===== src/rtl/cst_pkg.sv =====
// Package for the call slot tag tracker: sizes, codes, shared types and the
// handle packing functions. Depends on nothing; every file but cst_ram uses it.

package cst_pkg;

    localparam int NUM_SLOTS = 64;
    localparam int ID_W      = (NUM_SLOTS > 1) ? $clog2(NUM_SLOTS) : 1;
    localparam int CNT_W     = $clog2(NUM_SLOTS + 1);
    localparam int GEN_W     = 28;

    // Fixed field widths of the channels.
    localparam int FUNC_W    = 3;
    localparam int SLOT_W    = 6;
    localparam int WORD_W    = 32;
    localparam int STATUS_W  = 5;

    typedef enum logic [FUNC_W-1:0] {
        FN_ACQUIRE = 3'd0,
        FN_RELEASE = 3'd1,
        FN_POST    = 3'd2,
        FN_GET     = 3'd3,
        FN_TIMEOUT = 3'd4
    } t_func;

    typedef enum logic [STATUS_W-1:0] {
        ST_ACQUIRED      = 5'd0,
        ST_NO_FREE       = 5'd1,
        ST_RELEASED      = 5'd2,
        ST_RELEASED_DISC = 5'd3,
        ST_STORED        = 5'd4,
        ST_WOKE          = 5'd5,
        ST_DUPLICATE     = 5'd6,
        ST_LATE          = 5'd7,
        ST_STALE         = 5'd8,
        ST_BAD_FORMAT    = 5'd9,
        ST_OUT_OF_RANGE  = 5'd10,
        ST_PENDING       = 5'd11,
        ST_DELIVERED     = 5'd12,
        ST_DUP_GET       = 5'd13,
        ST_TIMED_OUT     = 5'd14,
        ST_TIMEOUT_IGN   = 5'd15,
        ST_INVALID       = 5'd16
    } t_status;

    typedef enum logic [1:0] {
        PH_IDLE    = 2'd0,
        PH_STORED  = 2'd1,
        PH_WAITING = 2'd2,
        PH_DONE    = 2'd3
    } t_phase;

    typedef enum logic [1:0] {
        S_IDLE = 2'd0,
        S_ADDR = 2'd1,
        S_POP  = 2'd2,
        S_EXEC = 2'd3
    } t_state;

    // Per-slot bookkeeping held in one memory word.
    typedef struct packed {
        logic             is_free;
        t_phase           phase;
        logic [GEN_W-1:0] gen;
    } t_slot_info;

    localparam int INFO_W = $bits(t_slot_info);

    typedef struct packed {
        logic cap_in;
        logic rd_stack;
        logic rd_slot;
        logic from_stack;
        logic commit;
    } t_ctl_cmd;

    typedef struct packed {
        logic is_acquire;
        logic stack_empty;
        logic out_free;
    } t_dp_stat;

    typedef struct packed {
        logic        fmt_ok;
        logic [19:0] id;
        logic [18:0] mask;
    } t_hdl_dec;

    function automatic logic [WORD_W-1:0] make_handle(input logic [19:0] id,
                                                      input logic [GEN_W-1:0] gen);
        logic [WORD_W-1:0] h;
        if (id < 20'h00400) begin
            h = 32'h2000_0000 | (32'(id) << 19) | 32'(gen[18:0]);
        end else if (id < 20'h10000) begin
            h = 32'h4000_0000 | (32'(id) << 14) | 32'(gen[13:0]);
        end else begin
            h = 32'h8000_0000 | (32'(id) << 11) | 32'(gen[10:0]);
        end
        return h;
    endfunction

    // The header bits are tested from the top down.
    function automatic t_hdl_dec decode_handle(input logic [WORD_W-1:0] h);
        t_hdl_dec d;
        d.fmt_ok = 1'b1;
        if (h[31]) begin
            d.id   = h[30:11];
            d.mask = 19'h007FF;
        end else if (h[30]) begin
            d.id   = {4'b0, h[29:14]};
            d.mask = 19'h03FFF;
        end else if (h[29]) begin
            d.id   = {10'b0, h[28:19]};
            d.mask = 19'h7FFFF;
        end else begin
            d.fmt_ok = 1'b0;
            d.id     = '0;
            d.mask   = '0;
        end
        return d;
    endfunction

endpackage


===== src/rtl/cst_ctrl.sv =====
// Sequencer of the call slot tag tracker: walks each item through address,
// stack pop (an acquire with a non-empty stack only), slot lookup and commit. Depends on cst_pkg.

module cst_ctrl (
    input  logic              i_clk,
    input  logic              i_rst_n,
    input  logic              i_in_valid,
    output logic              o_in_ready,
    input  cst_pkg::t_dp_stat i_stat,
    output cst_pkg::t_ctl_cmd o_cmd
);
    import cst_pkg::*;

    t_state r_state;
    t_state n_state;

    always_ff @(posedge i_clk) begin
        if (!i_rst_n) begin
            r_state <= S_IDLE;
        end else begin
            r_state <= n_state;
        end
    end

    always_comb begin
        n_state = r_state;
        case (r_state)
            S_IDLE: begin
                if (i_in_valid) begin
                    n_state = S_ADDR;
                end
            end
            S_ADDR: begin
                if (i_stat.is_acquire && !i_stat.stack_empty) begin
                    n_state = S_POP;
                end else begin
                    n_state = S_EXEC;
                end
            end
            S_POP: begin
                n_state = S_EXEC;
            end
            S_EXEC: begin
                if (i_stat.out_free) begin
                    n_state = S_IDLE;
                end
            end
            default: begin
                n_state = S_IDLE;
            end
        endcase
    end

    always_comb begin
        o_cmd      = '0;
        o_in_ready = 1'b0;
        case (r_state)
            S_IDLE: begin
                o_in_ready   = 1'b1;
                o_cmd.cap_in = i_in_valid;
            end
            S_ADDR: begin
                if (i_stat.is_acquire && !i_stat.stack_empty) begin
                    o_cmd.rd_stack = 1'b1;
                end else begin
                    o_cmd.rd_slot = 1'b1;
                end
            end
            S_POP: begin
                o_cmd.rd_slot    = 1'b1;
                o_cmd.from_stack = 1'b1;
            end
            S_EXEC: begin
                o_cmd.commit = i_stat.out_free;
            end
            default: begin
                o_cmd = '0;
            end
        endcase
    end
endmodule


===== config.mk =====
export PLATFORM = sky130hd
export DESIGN_NAME = cst_ctrl
export DESIGN_NICKNAME = d
export VERILOG_FILES = /design/src/rtl/cst_pkg.sv /design/src/rtl/cst_ctrl.sv
export SDC_FILE = /design/constraint.sdc
export NUM_CORES = 1
export LEC_CHECK = 0
export BUFFER_PORTS_ARGS = -buffer_cell sky130_fd_sc_hd__buf_2
export CAP_MARGIN = 20
export CELL_PAD_IN_SITES_DETAIL_PLACEMENT = 1
export CELL_PAD_IN_SITES_GLOBAL_PLACEMENT = 2
export CORE_AREA = 2 2 39 41
export CTS_BUF_LIST = sky130_fd_sc_hd__clkbuf_4 sky130_fd_sc_hd__clkbuf_8
export CTS_CLUSTER_DIAMETER = 120
export CTS_CLUSTER_SIZE = 12
export DETAILED_ROUTE_END_ITERATION = 8
export DIE_AREA = 0 0 41 43
export PLACE_DENSITY = 0.63
export SLEW_MARGIN = 10
export SYNTH_ARGS = -nofsm -noshare
export SYNTH_HDL_FRONTEND = slang
export SYNTH_SLANG_ARGS = --single-unit

===== constraint.sdc =====
create_clock -name i_clk -period 2.2 [get_ports i_clk]
set_input_delay 0.44 -clock i_clk [delete_from_list [all_inputs] [get_ports i_clk]]
set_output_delay 0.44 -clock i_clk [all_outputs]
set_load 0.005 [all_outputs]

## After elaboration in Yosys (flattened, before gate mapping)

Cells that the tools add are included.

| operators by class | value |
|---|---|
| $add $sub $neg | 0 |
| multiply operators | 0 |
| div/mod/pow operators | 0 |
| magnitude comparators | 0 |
| equal/unequal tests | 5 |
| shifts and indexed selects | 0 |
| mux-type cells | 12 |
| bitwise gates (word level) | 0 |
| reductions and logical operators | 4 |

Operators by type and width:

| operator | number |
|---|---|
| $mux 1 | 8 |
| $pmux 2 s4 | 1 |
| $eq 2x2->1 const B | 2 |
| $mux 2 | 2 |
| $ne 2x2->1 const B | 2 |
| $eq 2x1->1 const B | 1 |
| $logic_not 2->1 | 1 |
| $pmux 1 s2 | 1 |
| $reduce_and 2->1 | 1 |
| $logic_and 1x1->1 | 1 |
| $logic_not 1->1 | 1 |

| word-level totals | value |
|---|---|
| register bits | 2 |
| latch bits | 0 |
| RAM bits | 0 |
| ROM bits | 0 |
| input bits | 6 |
| logic and storage cells | 22 |
| memories kept | 0 |

## Depth between registers and ports, before layout

Gate-level depths: netlist (run 1).

| logic depth | value |
|---|---|
| word-level depth | 4 |
| depth in mapped cells | 5 |
| mapped depth without buffers | 5 |

## Worst setup path before layout (run 1)

No wires, ideal clock.

| timing path | value |
|---|---|
| path kind | register -> output |
| start | register r_state[0] |
| end | output port o_cmd[4] (netlist name) |
| arrival | 861 ps |
| required time | 1760 ps |
| path slack | 899 ps |
| stages on the path, launching flop included | 4 |
| cells stage by stage | dfxtp_1 inv_1 ha_1 and2_2 |

RTL lines:

| what | RTL line | source |
|---|---|---|
| from (decl) | cst_ctrl.sv:14 | `t_state r_state;` |
| from (signal assigned) | cst_ctrl.sv:21 | `r_state <= n_state;` |
| to (decl) | cst_ctrl.sv:10 | `output cst_pkg::t_ctl_cmd o_cmd` |

==> results.txt, run 1 <==
- The flow ran to the end, and the final reports show no timing, DRC or antenna violations.
* Top fanout value on the critical path: 4
* Pwr Density: between 1000 and 1500 nW/µm²
* Registers with the highest flip-flop counts: r_state: 2 flops
- Largest register FFs: 2
* Fraction of the mapped netlist area in compound gates: a little over a fifth
- Bufs and invs on worst path: 2
- Top-Level Pins: 12
- Ant. Diodes: 0
- For the finished layout, the period the worst path requires is 1.679 ns.
* RSZ-0062 raised after global routing: false
* Crit. Startpoint: r_state[0]
- Traced cell by cell, the critical path runs through inv_1 -> ha_1 -> and2_2 -> buf_2.
* Initial detailed-routing violation count: 0
- FF+latch count, synth: 2
- Summing the sequential cell areas from Yosys gives 18.50% of the chip area.
* Worst rel slew slack: 86.50%
* Distinct cell type count after synthesis: 14
- The clock passes through at most 2 buffers.
- For this run, the detailed router's first-pass iteration total came to 1.
- Vertical die dimension: about 43 µm
- The region available for standard cell placement spans 1384 µm².
- Clock transition at the register clock pins on the worst setup and hold paths after CTS: about 0.030 ns
* Worst endpoint data arrival time: 1.24 ns
- Cell at the slowest stage of the critical path: sky130_fd_sc_hd__dfxtp_1
- Fill cell instance count of the final layout: between 150 and 200
- Remaining number of nets flagged by the antenna check after routing: 0
- Number of buffers created by CTS: 3
- Share of final-layout standard cells stronger than drive strength 1: 52.63%
* Xor/xnor share of the synthesized area: 0%
- Across all setup checks in the final design, the least slack found is 0.5205 ns.
* Register area: 40.04 µm²
- The analysis attributes to net switching a power of 0.0001587 W.
- The path class of the tightest hold or removal check is input port to register.
- The first global-routing pass estimated approximately 800 µm of wire.
* Top delay family on crit path: flip-flops
* Post-CTS setup repair buffer count: 0
- Clock tree from TritonCTS: built
- Floorplan row count: 14
- At the worst endpoint, the required time is 1.76 ns.
* Die boundary width: 41 µm
* Launch point of the worst reg-to-reg path: r_state[0]
* Initial Util: 15.64%
- Post-synth top area share: about 23%
* Final Hold Fails: 0
* Actual transition at the worst max-transition pin: 0.2025 ns
* Post-route fraction of the period consumed by the critical path: 76.34%
* Combinational cell fraction of total power: 60.5%
- For this design the static power due to leakage is 0.1683 nW.
- Port bufs: 11
* Largest incremental delay on the critical path: about 0.37 ns
- Mux share of post-synthesis cell area: 0%
- Count of vias placed by the detailed router: slightly above 200
- Startpoint-to-endpoint class of the critical path: register to primary output
* Adder and majority cell fraction of the synthesized area: 23.12%
- Placed instance area: 291.5 µm²
- Core Util, Final: 22.69%
* Synth Instances: 24
- Across the routed clock network, the largest skew measured is 0.0004287 ns.
- Once placement completed, the tool counted placed cells totaling 51.
- Die Footprint: 1763 µm²
* Pin count of the biggest net entering global routing: 5
- Simple-gate area share of the yosys netlist: 28.90%
* Number of antenna violations at the first check in global routing: 0
- Counting every sink on the clock net gives 2.
- Routability-driven placement finished with a final weighted congestion of 0.7409.
- Final number of max-transition violations: 0
- Setup TNS after final layout: 0 ns
- Growth of design area from synthesis to finish: 45.09%
* Total number of yosys warnings: 0
* Most flop-heavy register: r_state
- sky130_fd_sc_hd__ha_1 takes more of the synthesized area than any other cell.
* Worst VDD drop: between 0.3 and 0.4 mV
- The HPWL after detailed placement is 386 µm.
* Clock share of power: 21.0%
- For this run, the total global-route usage over all layers was measured as 7.200%.
* Dominant combinational cell family by area after synthesis: simple AND/OR/NAND/NOR gates
- Switching power share of the total: approximately two fifths
- Cell area after technology mapping: 216.5 µm²
* Synthesized area per cell: 9.019 µm²
- CTS built an H-tree with a depth of 1.
* Footprint of the multi-input gates: 157.7 µm²
- By area the synthesized netlist is led by sky130_fd_sc_hd__ha_1 (23%), sky130_fd_sc_hd__dfxtp_1 (18%), sky130_fd_sc_hd__nand2b_4 (13%).
- The share of total power dissipated in sequential elements is 18.5%.
- Count of max-cap constraint violations: 0
- Vias in the first global route: 216
* Final Net Count: 50
- Total detailed-routing wirelength: around 460 µm
- Cell internal power dissipation: approximately 0.00023 W
* Setup-violating endpoint count in the final report: 0
- Max Clk Rate: 595.4 MHz
- The finished layout holds 54 standard cells, fillers aside.
- Setup Slack @ Placement: a little under 0.7 ns
* Net count of the mapped netlist: 34
* Final std cell area, no fill: 314.1 µm²
- After detailed routing, the number of vias per cell comes to 3.759.
* Clock tree root buffer cell: sky130_fd_sc_hd__clkbuf_4
* Startpoint of the tightest hold check path: i_rst_n
- Worst Setup Start Kind: register
- Once the clock tree was built, the resizer swapped 0 gates to a different size.
- DRC errors left: 0
- At the later pin of the worst-skew pair, clock insertion delay measures 0.22 ns.
* Crit path capture type: primary output
- WL/cell: about 8.4 µm
- The number of hold buffers added after CTS was 0.
- Global routing finished with a remaining overflow of 0.
==> cell type report <==
cell class	instances	area share [%]
Multi-Input combinational cell	17	50.20
Timing Repair Buffer	11	17.53
Sequential cell	2	12.75
Clock buffer	3	7.171
Tap cell	16	6.375
Inverter	5	5.976
==> layer usage <==
metal / GRT usage [%] / vias to the layer above / wire [µm]
met1: 6.984 / 92 / 183
met2: 10.00 / 6 / 240
li1: - / 105 / -
met3: 3.141 / 0 / 31
met5: 0 / - / 0
met4: 8.000 / 0 / 0
==> final timing paths <==
path / slack (ns) / depth (start not counted) / end
setup / recovery: 0.52 / 4 / o_cmd[4]
hold / removal: 0.48 / 3 / r_state[1]
setup reg to reg: 0.98 / 5 / r_state[0]
hold reg to reg: 0.60 / 2 / r_state[0]
==> through the flow <==
step	hold slack, ns	total power, W
2_1_floorplan	0.5593	0.0002426
3_3_place_gp	0.6046	0.0003135
3_5_place_dp	0.5988	0.0003134
4_1_cts	0.4749	0.0004023
5_1_grt	0.4958	0.0004415
6_report	0.4758	0.0003876
==> worst reg2reg max path: stages, from the launching register on <==
cell and delay, ns:
sky130_fd_sc_hd__dfxtp_1 0.37, sky130_fd_sc_hd__inv_1 0.08, sky130_fd_sc_hd__ha_1 0.26, sky130_fd_sc_hd__nand2b_4 0.10, sky130_fd_sc_hd__a21oi_1 0.07, sky130_fd_sc_hd__a311oi_2 0.24
==> cell families after synthesis <==
| family | Yosys count |
|---|---|
| AOI/OAI and AO/OA | 5 |
| adders and majority gates | 4 |
| buffers and inverters | 5 |
| and+or+nand+nor | 8 |
| DFF | 2 |
==> cells in the mapped netlist <==
master / count
sky130_fd_sc_hd__nor2_1: 1
sky130_fd_sc_hd__a21oi_1: 1
sky130_fd_sc_hd__dfxtp_1: 2
sky130_fd_sc_hd__a21oi_2: 2
sky130_fd_sc_hd__inv_1: 5
sky130_fd_sc_hd__nand3_1: 1
sky130_fd_sc_hd__nor2b_1: 1
sky130_fd_sc_hd__nand2b_4: 2
sky130_fd_sc_hd__and2_1: 1
sky130_fd_sc_hd__a311oi_2: 1
sky130_fd_sc_hd__nand2b_1: 1
sky130_fd_sc_hd__a21o_1: 1
sky130_fd_sc_hd__and2_2: 1
sky130_fd_sc_hd__ha_1: 4
==> cell usage in the layout, fill, tap and decap left out <==
cell	instances
sky130_fd_sc_hd__ha_1	4
sky130_fd_sc_hd__and2_2	1
sky130_fd_sc_hd__a21oi_1	1
sky130_fd_sc_hd__buf_2	11
sky130_fd_sc_hd__and2_1	1
sky130_fd_sc_hd__clkbuf_4	3
sky130_fd_sc_hd__inv_1	5
sky130_fd_sc_hd__nor2_1	1
sky130_fd_sc_hd__dfxtp_1	2
sky130_fd_sc_hd__nor2b_1	1
sky130_fd_sc_hd__nand2b_4	2
sky130_fd_sc_hd__nand2b_1	1
sky130_fd_sc_hd__nand3_1	1
sky130_fd_sc_hd__a21o_1	1
sky130_fd_sc_hd__a311oi_2	1
sky130_fd_sc_hd__a21oi_2	2
==> power by group through the flow <==
stage / Sequential [W] / Combinational, W / Clock (W)
after global placement: 0.0000738 / 0.000240 / 0
final: 0.0000718 / 0.000234 / 0.0000813
after CTS: 0.0000722 / 0.000242 / 0.0000885
after detailed placement: 0.0000728 / 0.000241 / 0
after floorplan: 0.0000687 / 0.000174 / 0
after global routing: 0.0000742 / 0.000276 / 0.0000913
Power figures use the tool's default switching activity.
==> inputs of run 2 (changes only) <==
==> constraint.sdc (replaced) <==
create_clock -name i_clk -period 1.6 [get_ports i_clk]
set_input_delay 0.32 -clock i_clk [delete_from_list [all_inputs] [get_ports i_clk]]
set_output_delay 0.32 -clock i_clk [all_outputs]
set_load 0.005 [all_outputs]
==> run 2 against run 1 <==
- total power grew 51%
- via count rose by 6.4%
- hold slack got worse by 0.12 ns
- first-iteration DRC count grew 1
- global-route usage grew 0.60 points
- wire length grew 11%
- combinational power rose by 55%
- final area increased by 4.4%
- clock-buffer cell count is the same
- register-to-register slack got worse by 0.51 ns
- critical path type unchanged
- largest cell class unchanged
==> results.txt, run 2 (synthesized netlist as in run 1, its figures left out) <==
- The area of all placed cells without fillers is 327.8 µm² (+4.4%).
- Final number of max-transition violations: 0 (unchanged)
- Aggregate global-route resource usage: 7.800% (+0.60 points)
- In this run the worst hold path is classified as input port to register.
- In this run the critical register-to-register path is launched from r_state[0].
- The total die area was 1763 µm² (unchanged).
- Vias in the first global route: 238 (+10%)
* Worst hold path stage count: 3 (unchanged)
- Startpoint of the tightest hold check path: i_rst_n
- The delay of the slowest cell on the worst path came to 0.35 ns (-0.02 ns).
- The detail-routed net length per standard cell is 9.218 µm (+9.4%).
- Wire length the detailed router placed on met1: 188 µm (+2.7%)
- Global-route wire length before repair: 876 µm (+9.5%)
- Placed instance area: 291.5 µm² (unchanged)
- Ant. Diodes: 0 (unchanged)
* Share of final-layout standard cells stronger than drive strength 1: 61.54% (+8.9 points)
- Congestion Overflow GR: 0 (unchanged)
- The number of stages on the worst setup path came to 4 (unchanged).
- The clock net sink count came to 2 (unchanged).
* Registers with the highest flip-flop counts: r_state: 2 flops
- Floorplan row count: 14 (unchanged)
- The path with the worst hold slack has its endpoint at r_state[1].
- Clock skew after layout: 0.0004159 ns (-0.00001274 ns)
- The signal on the critical path passes through inv_2 -> ha_2 -> nor2b_1 -> buf_2.
- Detail Route met2 WL: 284 µm (+18%)
- The detail-routed via count per cell came to 3.927 (+4.5%).
* Flop-to-flop setup slack: 0.47 ns (-0.51 ns)
* Final Hold Fails: 0 (unchanged)
- Top delay family on crit path: flip-flops
- Initial Util: 15.64% (unchanged)
* Top fanout value on the critical path: 3 (-1)
- Routed signal wires occupy layers up through met3.
- The half-perimeter wire length after placement was 415.8 µm (+7.7%).
- The number of CTS-inserted buffers came to 3 (unchanged).
- Register area: 43.79 µm² (+9.4%)
- Leakage power: 0.1722 nW (+2.3%)
- Die boundary width: 41 µm (unchanged)
- The maximum clock path buffer count came to 2 (unchanged).
* Clock tree root buffer cell: sky130_fd_sc_hd__clkbuf_4
- Req. time, crit path: 1.28 ns (-0.48 ns)
- Actual transition at the worst max-transition pin: 0.2003 ns (-0.002138 ns)
- Tmin final: 1.507 ns
* Worst Setup Start Kind: register
- Worst VDD drop: 0.5495 mV (+40%)
- The first-pass detailed-route iteration total came to 2 (+1).
- Footprint of the multi-input gates: 160.2 µm² (+1.6%)
* Final Net Count: 51 (+2.0%)
* Clock tree from TritonCTS: built
- STA classifies the critical path endpoint as a primary output.
* Cell at the slowest stage of the critical path: sky130_fd_sc_hd__dfxtp_1
- The detailed-route wire length was 507 µm (+11%).
* Pin count of the biggest net entering global routing: 5 (unchanged)
- The clock slew at the register clock pins of the worst setup and hold paths was 0.03 ns (about the same).
* Remaining number of nets flagged by the antenna check after routing: 0 (unchanged)
- Startpoint-to-endpoint class of the critical path: register to primary output
- Port bufs: 11 (unchanged)
- DRC errors left: 0 (unchanged)
- The number of antenna violations at the first check in global routing came to 0 (unchanged).
* Worst rel slew slack: 86.64% (+0.14 points)
- H-tree levels: 1 (unchanged)
* Worst Reg-to-Reg Cells: 5 (unchanged)
- The number of fill cells in the layout is 173 (unchanged).
- The total number of vias is 216 (+6.4%).
- Top-Level Pins: 12 (unchanged)
* Post-route fraction of the period consumed by the critical path: 94.18%
* Last weighted congestion value of the routability-driven placer: 0.7537 (+1.7%)
- Largest register FFs: 2 (unchanged)
* Bufs and invs on worst path: 2 (unchanged)
- Setup TNS after final layout: 0 ns (unchanged)
- Most flop-heavy register: r_state
- RSZ-0062 raised after global routing: false
- The power per standard cell area was 1782 nW/µm² (+44%).
- The run finished with clean final reports.
- Endpoint of the worst register-to-register path: r_state[0]
* Initial detailed-routing violation count: 1 (+1)
* Vertical die dimension: 43 µm (unchanged)
- The number of max-capacitance violations reported came to 0 (unchanged).
- Routed met3 length: 34 µm (+9.7%)
- Max Clk Rate: 663.6 MHz
- Worst endpoint data arrival time: 1.19 ns (-0.05 ns)
* Commonest non-fill, non-tap cell in the layout: sky130_fd_sc_hd__buf_2
* Setup-violating endpoint count in the final report: 0 (unchanged)
* Clock latency on the worst-skew pair: 0.22 ns (about the same)
- Growth of design area from synthesis to finish: 51.44%
- In the layout the commonest cells are sky130_fd_sc_hd__buf_2 (11), sky130_fd_sc_hd__inv_1 (4), sky130_fd_sc_hd__ha_1 (3), sky130_fd_sc_hd__clkbuf_4 (3).
- Area of the core: 1384 µm² (unchanged)
## run 2: cell types whose count changed in the layout (fill, tap and decap cells not counted)
cell / change
sky130_fd_sc_hd__inv_1: -1
sky130_fd_sc_hd__buf_4: +1
sky130_fd_sc_hd__dfxtp_4: +1
sky130_fd_sc_hd__ha_2: +1
sky130_fd_sc_hd__inv_2: +1
sky130_fd_sc_hd__dfxtp_1: -1
sky130_fd_sc_hd__ha_1: -1
## run 2: metrics by stage
step | hold slack [ns] | utilization [%] | setup WS, ns | power, W | instances
floorplan | 0.4751 | - | 0.4194 | 0.0003336 | 24
global placement | 0.5764 | 21.07 | 0.2652 | 0.0004283 | 51
detailed placement | 0.5816 | 21.07 | 0.2414 | 0.0004377 | 51
CTS | 0.3454 | 22.78 | 0.03021 | 0.0005625 | 54
global route | 0.3602 | 23.69 | 0.005040 | 0.0006523 | 55
finish | 0.3560 | 23.69 | 0.09310 | 0.0005842 | 55
## run 2: where the power goes
part           switching [W]  total (W)  internal, W
logic               0.000178   0.000362     0.000185
registers          0.0000267   0.000111    0.0000840
clock network      0.0000285   0.000111    0.0000827
## run 2: final cells by class
class | count | area share (%)
Multi-Input combinational cell | 17 | 48.86
Clock buffer | 3 | 6.870
Sequential cell | 2 | 13.36
Tap cell | 16 | 6.107
Timing Repair Buffer | 12 | 19.08
Inverter | 5 | 5.725
## run 2: worst max path at each step
| stage | slack (ns) | to | from |
|---|---|---|---|
| floorplan | 0.42 | o_cmd[4] | r_state[0] |
| global placement | 0.27 | o_cmd[2] | r_state[0] |
| detailed placement | 0.24 | o_cmd[4] | r_state[0] |
| CTS | 0.03 | o_cmd[2] | r_state[1] |
| global route | 0.005 | o_cmd[2] | r_state[1] |
| finish | 0.09 | o_cmd[2] | r_state[1] |
## run 2: layer usage
metal | track usage (%) | vias up
met5 | 0 | -
met1 | 7.302 | 102
met3 | 3.141 | 0
met2 | 12.50 | 6
met4 | 6.000 | 0
li1 | - | 108
## run 2: worst register-to-register path, cell delays in order (launching register included)
cell and delay [ns]:
sky130_fd_sc_hd__dfxtp_4 0.34, sky130_fd_sc_hd__inv_1 0.09, sky130_fd_sc_hd__ha_1 0.19, sky130_fd_sc_hd__a21oi_2 0.05
sky130_fd_sc_hd__buf_4 0.13, sky130_fd_sc_hd__a311oi_2 0.23
## run 2: what timing repair did
action | CTS | global route
setup buffers | 0 | 1
gates cloned | 0 | 0
hold buffers | 0 | 0
endpoints found under the setup margin | 2 | 2
gates resized for setup | 1 | 3
